$ cat src/ssupf_pkg.sv
// Shared types, constants and helper functions for the SPI stream packet framer.
package ssupf_pkg;

    localparam int PACKET_BYTES = 32;
    localparam int MAX_SLOTS    = 16384;

    localparam int TS_W = $clog2(MAX_SLOTS);
    localparam int PS_W = $clog2(PACKET_BYTES);
    localparam int ZC_W = $clog2(PACKET_BYTES + 1);
    localparam int CNT_W = 32;

    localparam logic [7:0] STREAM_HEADER = 8'hA8;
    localparam logic [7:0] DUMMY_BYTE    = 8'hFF;

    localparam logic [1:0] OP_WRITE  = 2'd0;
    localparam logic [1:0] OP_READ   = 2'd1;
    localparam logic [1:0] OP_RETURN = 2'd2;

    localparam logic [1:0] KIND_DEVICE = 2'd0;
    localparam logic [1:0] KIND_HOST   = 2'd1;
    localparam logic [1:0] KIND_ERROR  = 2'd2;

    typedef struct packed {
        logic [1:0] op;
        logic [7:0] data;
        logic       last;
    } item_t;

    typedef struct packed {
        logic [1:0] kind;
        logic [7:0] out_byte;
        logic       end_of_transfer;
        logic       run_last;
    } result_t;

    function automatic logic [7:0] bit_reverse(input logic [7:0] v);
        logic [7:0] r;
        for (int i = 0; i < 8; i++)
        begin
            r[i] = v[7 - i];
        end
        return r;
    endfunction

    function automatic logic [CNT_W-1:0] sat_inc(input logic [CNT_W-1:0] v);
        return (&v) ? v : v + 1'b1;
    endfunction

endpackage

$ cat src/spi_stream_usb_packet_framer.sv
// Top level of the SPI stream packet framer: slot framing and returned-byte filtering.
// Path: an accepted item becomes a registered plan of results for the output register.
// Throughput: one item per cycle while each item yields one result and result_stall
// is low; an item that opens a transfer or a packet yields extra preamble or header
// results, one per cycle; the next item is taken as its last result is registered.
// Reset: rst_n clears all counters, the pending result plan and the output valid flag.
module spi_stream_usb_packet_framer (
    input  logic              clk,
    input  logic              rst_n,
    input  logic              item_valid,
    output logic              item_stall,
    input  ssupf_pkg::item_t   item,
    output logic              result_valid,
    input  logic              result_stall,
    output ssupf_pkg::result_t result
);
    import ssupf_pkg::*;

    // Framing state, updated when an item is accepted.
    logic [TS_W-1:0]  transfer_slots_reg, transfer_slots_next;
    logic [PS_W-1:0]  packet_slots_reg, packet_slots_next;
    logic [CNT_W-1:0] writes_seen_reg, writes_seen_next;
    logic             read_started_reg, read_started_next;
    logic [CNT_W-1:0] returned_index_reg, returned_index_next;

    // The plan of results still owed for the item in hand: a run of zero
    // preamble bytes, an optional stream header, then an optional final result.
    logic [ZC_W-1:0]  zero_cnt_reg, zero_cnt_next;
    logic             hdr_reg, hdr_next;
    logic             fin_valid_reg, fin_valid_next;
    result_t          fin_reg, fin_next;

    // Output register.
    logic             out_valid_reg, out_valid_next;
    result_t          out_reg, out_next;

    logic             plan_busy;
    logic             emit_en;
    logic             emit_last;
    result_t          emit_item;
    logic             accept;

    // Plan computed from the incoming item.
    logic [ZC_W-1:0]  new_zero_cnt;
    logic             new_hdr;
    logic             new_fin_valid;
    result_t          new_fin;
    logic [TS_W:0]    ts_inc;
    logic [PS_W:0]    ps_inc;
    logic             close;

    assign plan_busy = (zero_cnt_reg != '0) || hdr_reg || fin_valid_reg;
    assign emit_en   = plan_busy && (!out_valid_reg || !result_stall);

    // Pick the next owed result in order: preamble, header, final.
    always_comb
    begin
        emit_item = '0;
        emit_last = 1'b0;
        if (zero_cnt_reg != '0)
        begin
            emit_item.kind     = KIND_DEVICE;
            emit_item.out_byte = 8'h00;
            emit_last          = (zero_cnt_reg == ZC_W'(1)) && !hdr_reg && !fin_valid_reg;
        end
        else if (hdr_reg)
        begin
            emit_item.kind     = KIND_DEVICE;
            emit_item.out_byte = STREAM_HEADER;
            emit_last          = !fin_valid_reg;
        end
        else
        begin
            emit_item = fin_reg;
            emit_last = 1'b1;
        end
        emit_item.run_last = emit_last;
    end

    // A new transaction is taken once the current plan hands over its last result.
    assign item_stall = plan_busy && !(emit_en && emit_last);
    assign accept     = item_valid && !item_stall;

    // Framing of the incoming item against the current state.
    always_comb
    begin
        transfer_slots_next = transfer_slots_reg;
        packet_slots_next   = packet_slots_reg;
        writes_seen_next    = writes_seen_reg;
        read_started_next   = read_started_reg;
        returned_index_next = returned_index_reg;
        new_zero_cnt        = '0;
        new_hdr             = 1'b0;
        new_fin_valid       = 1'b0;
        new_fin             = '0;
        ts_inc              = {1'b0, transfer_slots_reg} + 1'b1;
        ps_inc              = {1'b0, packet_slots_reg} + 1'b1;
        close               = 1'b0;

        case (item.op)
            OP_WRITE, OP_READ:
            begin
                if (item.op == OP_WRITE && read_started_reg)
                begin
                    // A write after a read: report it and drop the slot.
                    new_fin_valid  = 1'b1;
                    new_fin.kind   = KIND_ERROR;
                    if (item.last)
                    begin
                        transfer_slots_next = '0;
                        packet_slots_next   = '0;
                        read_started_next   = 1'b0;
                    end
                end
                else
                begin
                    if (transfer_slots_reg == '0)
                    begin
                        new_zero_cnt = ZC_W'(PACKET_BYTES);
                    end
                    new_hdr = (packet_slots_reg == '0);
                    if (item.op == OP_WRITE)
                    begin
                        new_fin.out_byte = bit_reverse(item.data);
                        writes_seen_next = sat_inc(writes_seen_reg);
                    end
                    else
                    begin
                        new_fin.out_byte  = DUMMY_BYTE;
                        read_started_next = 1'b1;
                    end
                    if (ps_inc >= (PS_W + 1)'(PACKET_BYTES - 1))
                    begin
                        packet_slots_next = '0;
                    end
                    else
                    begin
                        packet_slots_next = ps_inc[PS_W-1:0];
                    end
                    transfer_slots_next = ts_inc[TS_W-1:0];
                    close = item.last || (ts_inc >= (TS_W + 1)'(MAX_SLOTS));
                    new_fin_valid           = 1'b1;
                    new_fin.kind            = KIND_DEVICE;
                    new_fin.end_of_transfer = close;
                    if (close)
                    begin
                        transfer_slots_next = '0;
                        packet_slots_next   = '0;
                    end
                    if (item.last)
                    begin
                        read_started_next = 1'b0;
                    end
                end
            end
            OP_RETURN:
            begin
                // Bytes that answer the write slots are discarded.
                if (returned_index_reg >= writes_seen_reg)
                begin
                    new_fin_valid    = 1'b1;
                    new_fin.kind     = KIND_HOST;
                    new_fin.out_byte = bit_reverse(item.data);
                end
                returned_index_next = sat_inc(returned_index_reg);
                if (item.last)
                begin
                    writes_seen_next    = '0;
                    returned_index_next = '0;
                end
            end
            default:
            begin
                // Unused operation: no result, no state change.
            end
        endcase
    end

    // Plan and output register next values.
    always_comb
    begin
        zero_cnt_next  = zero_cnt_reg;
        hdr_next       = hdr_reg;
        fin_valid_next = fin_valid_reg;
        fin_next       = fin_reg;
        out_valid_next = out_valid_reg;
        out_next       = out_reg;

        if (emit_en)
        begin
            out_valid_next = 1'b1;
            out_next       = emit_item;
            if (zero_cnt_reg != '0)
            begin
                zero_cnt_next = zero_cnt_reg - 1'b1;
            end
            else if (hdr_reg)
            begin
                hdr_next = 1'b0;
            end
            else
            begin
                fin_valid_next = 1'b0;
            end
        end
        else if (!result_stall)
        begin
            out_valid_next = 1'b0;
        end

        if (accept)
        begin
            zero_cnt_next  = new_zero_cnt;
            hdr_next       = new_hdr;
            fin_valid_next = new_fin_valid;
            fin_next       = new_fin;
        end
    end

    always_ff @(posedge clk or negedge rst_n)
    begin
        if (!rst_n)
        begin
            transfer_slots_reg <= '0;
            packet_slots_reg   <= '0;
            writes_seen_reg    <= '0;
            read_started_reg   <= 1'b0;
            returned_index_reg <= '0;
            zero_cnt_reg       <= '0;
            hdr_reg            <= 1'b0;
            fin_valid_reg      <= 1'b0;
            out_valid_reg      <= 1'b0;
        end
        else
        begin
            if (accept)
            begin
                transfer_slots_reg <= transfer_slots_next;
                packet_slots_reg   <= packet_slots_next;
                writes_seen_reg    <= writes_seen_next;
                read_started_reg   <= read_started_next;
                returned_index_reg <= returned_index_next;
            end
            zero_cnt_reg  <= zero_cnt_next;
            hdr_reg       <= hdr_next;
            fin_valid_reg <= fin_valid_next;
            out_valid_reg <= out_valid_next;
        end
    end

    // Payload registers carry no reset.
    always_ff @(posedge clk)
    begin
        fin_reg <= fin_next;
        out_reg <= out_next;
    end

    assign result_valid = out_valid_reg;
    assign result       = out_reg;

endmodule

$ cat config.mk
export PLATFORM = sky130hd
export DESIGN_NAME = spi_stream_usb_packet_framer
export DESIGN_NICKNAME = d
export VERILOG_FILES = /design/src/ssupf_pkg.sv /design/src/spi_stream_usb_packet_framer.sv
export SDC_FILE = /design/constraint.sdc
export NUM_CORES = 1
export LEC_CHECK = 0
export ABC_AREA = 1
export BUFFER_PORTS_ARGS = -buffer_cell sky130_fd_sc_hd__buf_2
export CORE_MARGIN = 10
export CORE_UTILIZATION = 60
export CTS_CLUSTER_DIAMETER = 30
export DETAILED_ROUTE_END_ITERATION = 8
export PLACE_DENSITY_LB_ADDON = 0.15
export SETUP_SLACK_MARGIN = 0.2
export SLEW_MARGIN = 0
export SYNTH_ARGS = -nofsm -noshare
export SYNTH_HDL_FRONTEND = slang
export SYNTH_SLANG_ARGS = --single-unit
$ cat constraint.sdc
create_clock -name clk -period 2.6 [get_ports clk]
set_input_delay 0.52 -clock clk [delete_from_list [all_inputs] [get_ports clk]]
set_output_delay 0.52 -clock clk [all_outputs]
set_load 0.01 [all_outputs]
==> flow_summary.json <==
{
  "crit_chain": "ha_1 -> nand3_1 -> inv_1 -> nand2_1 -> nor2_1 -> nand2_1 -> nor2_2 -> nor2_2 -> nand3_1 -> nand2_1",
  "syn-num-nets": 1311,
  "clock_sink_count": 116,
  "postSynth.asyncResetShare": 0.802,
  "maxSlewHeadroom": 0.485,
  "routed.top_layer": "met4",
  "ir_drop_mv": 0.527,
  "vias_per_cell": 5.42,
  "wl_um": 21900,
  "fp-row-count": 43,
  "ctsHtreeMaxLevel": 4,
  "track_usage": 0.224,
  "clock_skew_ns": 0.0110,
  "slowest_delay_ns": 0.60,
  "critPathMostFrequentCell": "nand2_1",
  "worst_slack_ns": 0.291,
  "hp-class": "in -> async",
  "cts.path.max_buffers": 2,
  "antenna_found_initial": 0,
  "io_pins": 29,
  "final_common_cell": "nand2_1",
  "grt_overflow": 0,
  "yosysUniqueCellTypes": 36,
  "pwr_density_cell_mw_per_mm2": 565,
  "numPortBuffers": 28,
  "synth_flop_cell": "dfrtp_1",
  "diodes": 0,
  "path_clk_slew_ns": 0.06,
  "hpwl_um": 15600,
  "fin_tns_setup_ns": 0,
  "start_kind": "flip-flop",
  "setup_violations": 0,
  "wl_met2_um": 10300,
  "cts_tree": "built",
  "mostFrequentLayoutCells": "nand2_1 (452), nor2_1 (194), nand3_1 (122)",
  "min_period_ns": 2.31,
  "yosysSeqAreaShare": 0.360,
  "critPathRequiredTime_ns": 2.95,
  "drive_above_1_share": 0.0826,
  "dr.pass1.iters": 5,
  "syn_to_final_growth_pct": 12.4,
  "crit_fanout": 16,
  "die_h_um": 138,
  "wl_met1_um": 9910,
  "final_hold_viol_count": 0,
  "crit_family": "simple AND/OR/NAND/NOR gates",
  "status": "finished, final reports clean",
  "design.die.area_mm2": 0.0191,
  "avgSynthCellArea_um2": 6.68,
  "finalPower_w": 0.00532,
  "grt_first_pass_wirelength_um": 36000,
  "dr_wl_met3_um": 1320,
  "maxCapViolCount": 0,
  "grt_pass1_vias": 7320,
  "worstMarginPinSlew_ns": 0.772,
  "drc_errors": 0,
  "grt_setup_unrepaired": "true",
  "dr_total_vias": 8062,
  "synth_edf_count": 23,
  "pre_cts_slack_ns": 0.0729,
  "grt_max_degree": 43,
  "cp-end-kind": "flip-flop",
  "crit_slowest_cell": "nor2_2",
  "ys_ff_latch": 116,
  "synthCells": 1254,
  "cts_buffers": 17,
  "post_drt_wl_per_cell_um": 14.7,
  "fmax_mhz": 433,
  "initial_core_util": 0.608,
  "final_antenna_net_count": 0,
  "setup.worst_path.class": "reg -> reg",
  "drt_iter0_markers": 712,
  "fin_nets": 1352,
  "crit_arrival_ns": 2.66,
  "cts-root-buf": "clkbuf_16",
  "die_w_um": 138,
  "critPathBufInv": 1,
  "p_leak_nw": 4.46,
  "drv_slew": 0,
  "gp_congestion": 0.981,
  "timing.final.crit_share": 0.888,
  "synthesis.area_mm2": 0.00838,
  "clock_latency_ns": 0.42,
  "core_mm2": 0.0138,
  "synth_warnings": 0
}
[Yosys cell counts, types with 4 or more instances]
master | instances | area share
nor2_4 | 4 | 0.0054
nand3b_1 | 4 | 0.0036
clkbuf_1 | 18 | 0.0081
buf_2 | 6 | 0.0036
xnor2_1 | 10 | 0.010
o211ai_1 | 8 | 0.0072
nand4_1 | 10 | 0.0075
o21ai_0 | 12 | 0.0072
dfrtp_1 | 93 | 0.28
nor3_1 | 50 | 0.030
buf_4 | 8 | 0.0072
inv_1 | 120 | 0.054
xor2_1 | 34 | 0.036
nand2_1 | 455 | 0.20
nand3_1 | 123 | 0.073
a21oi_1 | 14 | 0.0084
edfxtp_1 | 23 | 0.082
nor2_1 | 196 | 0.088
ha_1 | 42 | 0.063
[repair_timing]
item	4_1_cts	5_1_grt
gates cloned	1	0
buffers inserted	2	3
endpoints found under the setup margin	33	85
pin swaps	3	3
hold buffers	0	0
gates resized for setup	6	8
[final timing paths]
kind,slack (ns),to,start,depth (start not counted)
worst max register to register,0.29,returned_index_reg[12],returned_index_reg[0],10
worst max-delay path,0.29,returned_index_reg[12],returned_index_reg[0],10
min in group clk,0.33,result_valid,result_stall,3
worst min-delay path,0.09,writes_seen_reg[29],rst_n,1
max in group asynchronous,1.89,returned_index_reg[0],rst_n,2
worst min register to register,0.47,read_started_reg,read_started_reg,2
[routing by layer]
layer  up-vias  GRT usage
met4         0     0.0705
met2       265      0.362
met3        38     0.0493
li1       4059          -
met1      3700      0.292
met5         -          0
[power by group]
| group | total, W | leakage (nW) | switching, W | internal [W] |
|---|---|---|---|---|
| combinational | 0.000963 | 2.69 | 0.000619 | 0.000345 |
| clock | 0.00221 | 0.264 | 0.000830 | 0.00138 |
| sequential | 0.00214 | 1.50 | 0.000120 | 0.00202 |
| total | 0.00532 | 4.46 | 0.00157 | 0.00375 |
[cell type report]
type	instances	area, um^2
clock buffer	19	433
clock inverter	13	118
fill	1218	4360
inverter	122	458
multi-input combinational	981	4750
sequential	116	3020
tap	180	225
timing repair buffer	57	405
[logic make-up after synthesis]
kind of cell,after synthesis,share of synthesized area
buffers and inverters,158,0.0780
xor gates and xnor gates,44,0.0460
AOI/OAI and AO/OA,41,0.0291
and+or+nand+nor,853,0.424
adders and majority gates,42,0.0627
DFF,116,0.360
[metrics by stage]
| step | instances | instance area [um^2] | util | hold slack [ns] |
|---|---|---|---|---|
| finish | 1488 | 9410 | 0.683 | 0.0858 |
| global route | 1488 | 9410 | 0.683 | 0.125 |
| CTS | 1485 | 9360 | 0.680 | 0.0989 |
| detailed placement | 1450 | 8770 | 0.637 | 0.459 |
| global placement | 1450 | 8770 | 0.637 | 0.456 |
| floorplan | 1254 | 8380 | - | 0.224 |
(Power assumes the default switching activity.)
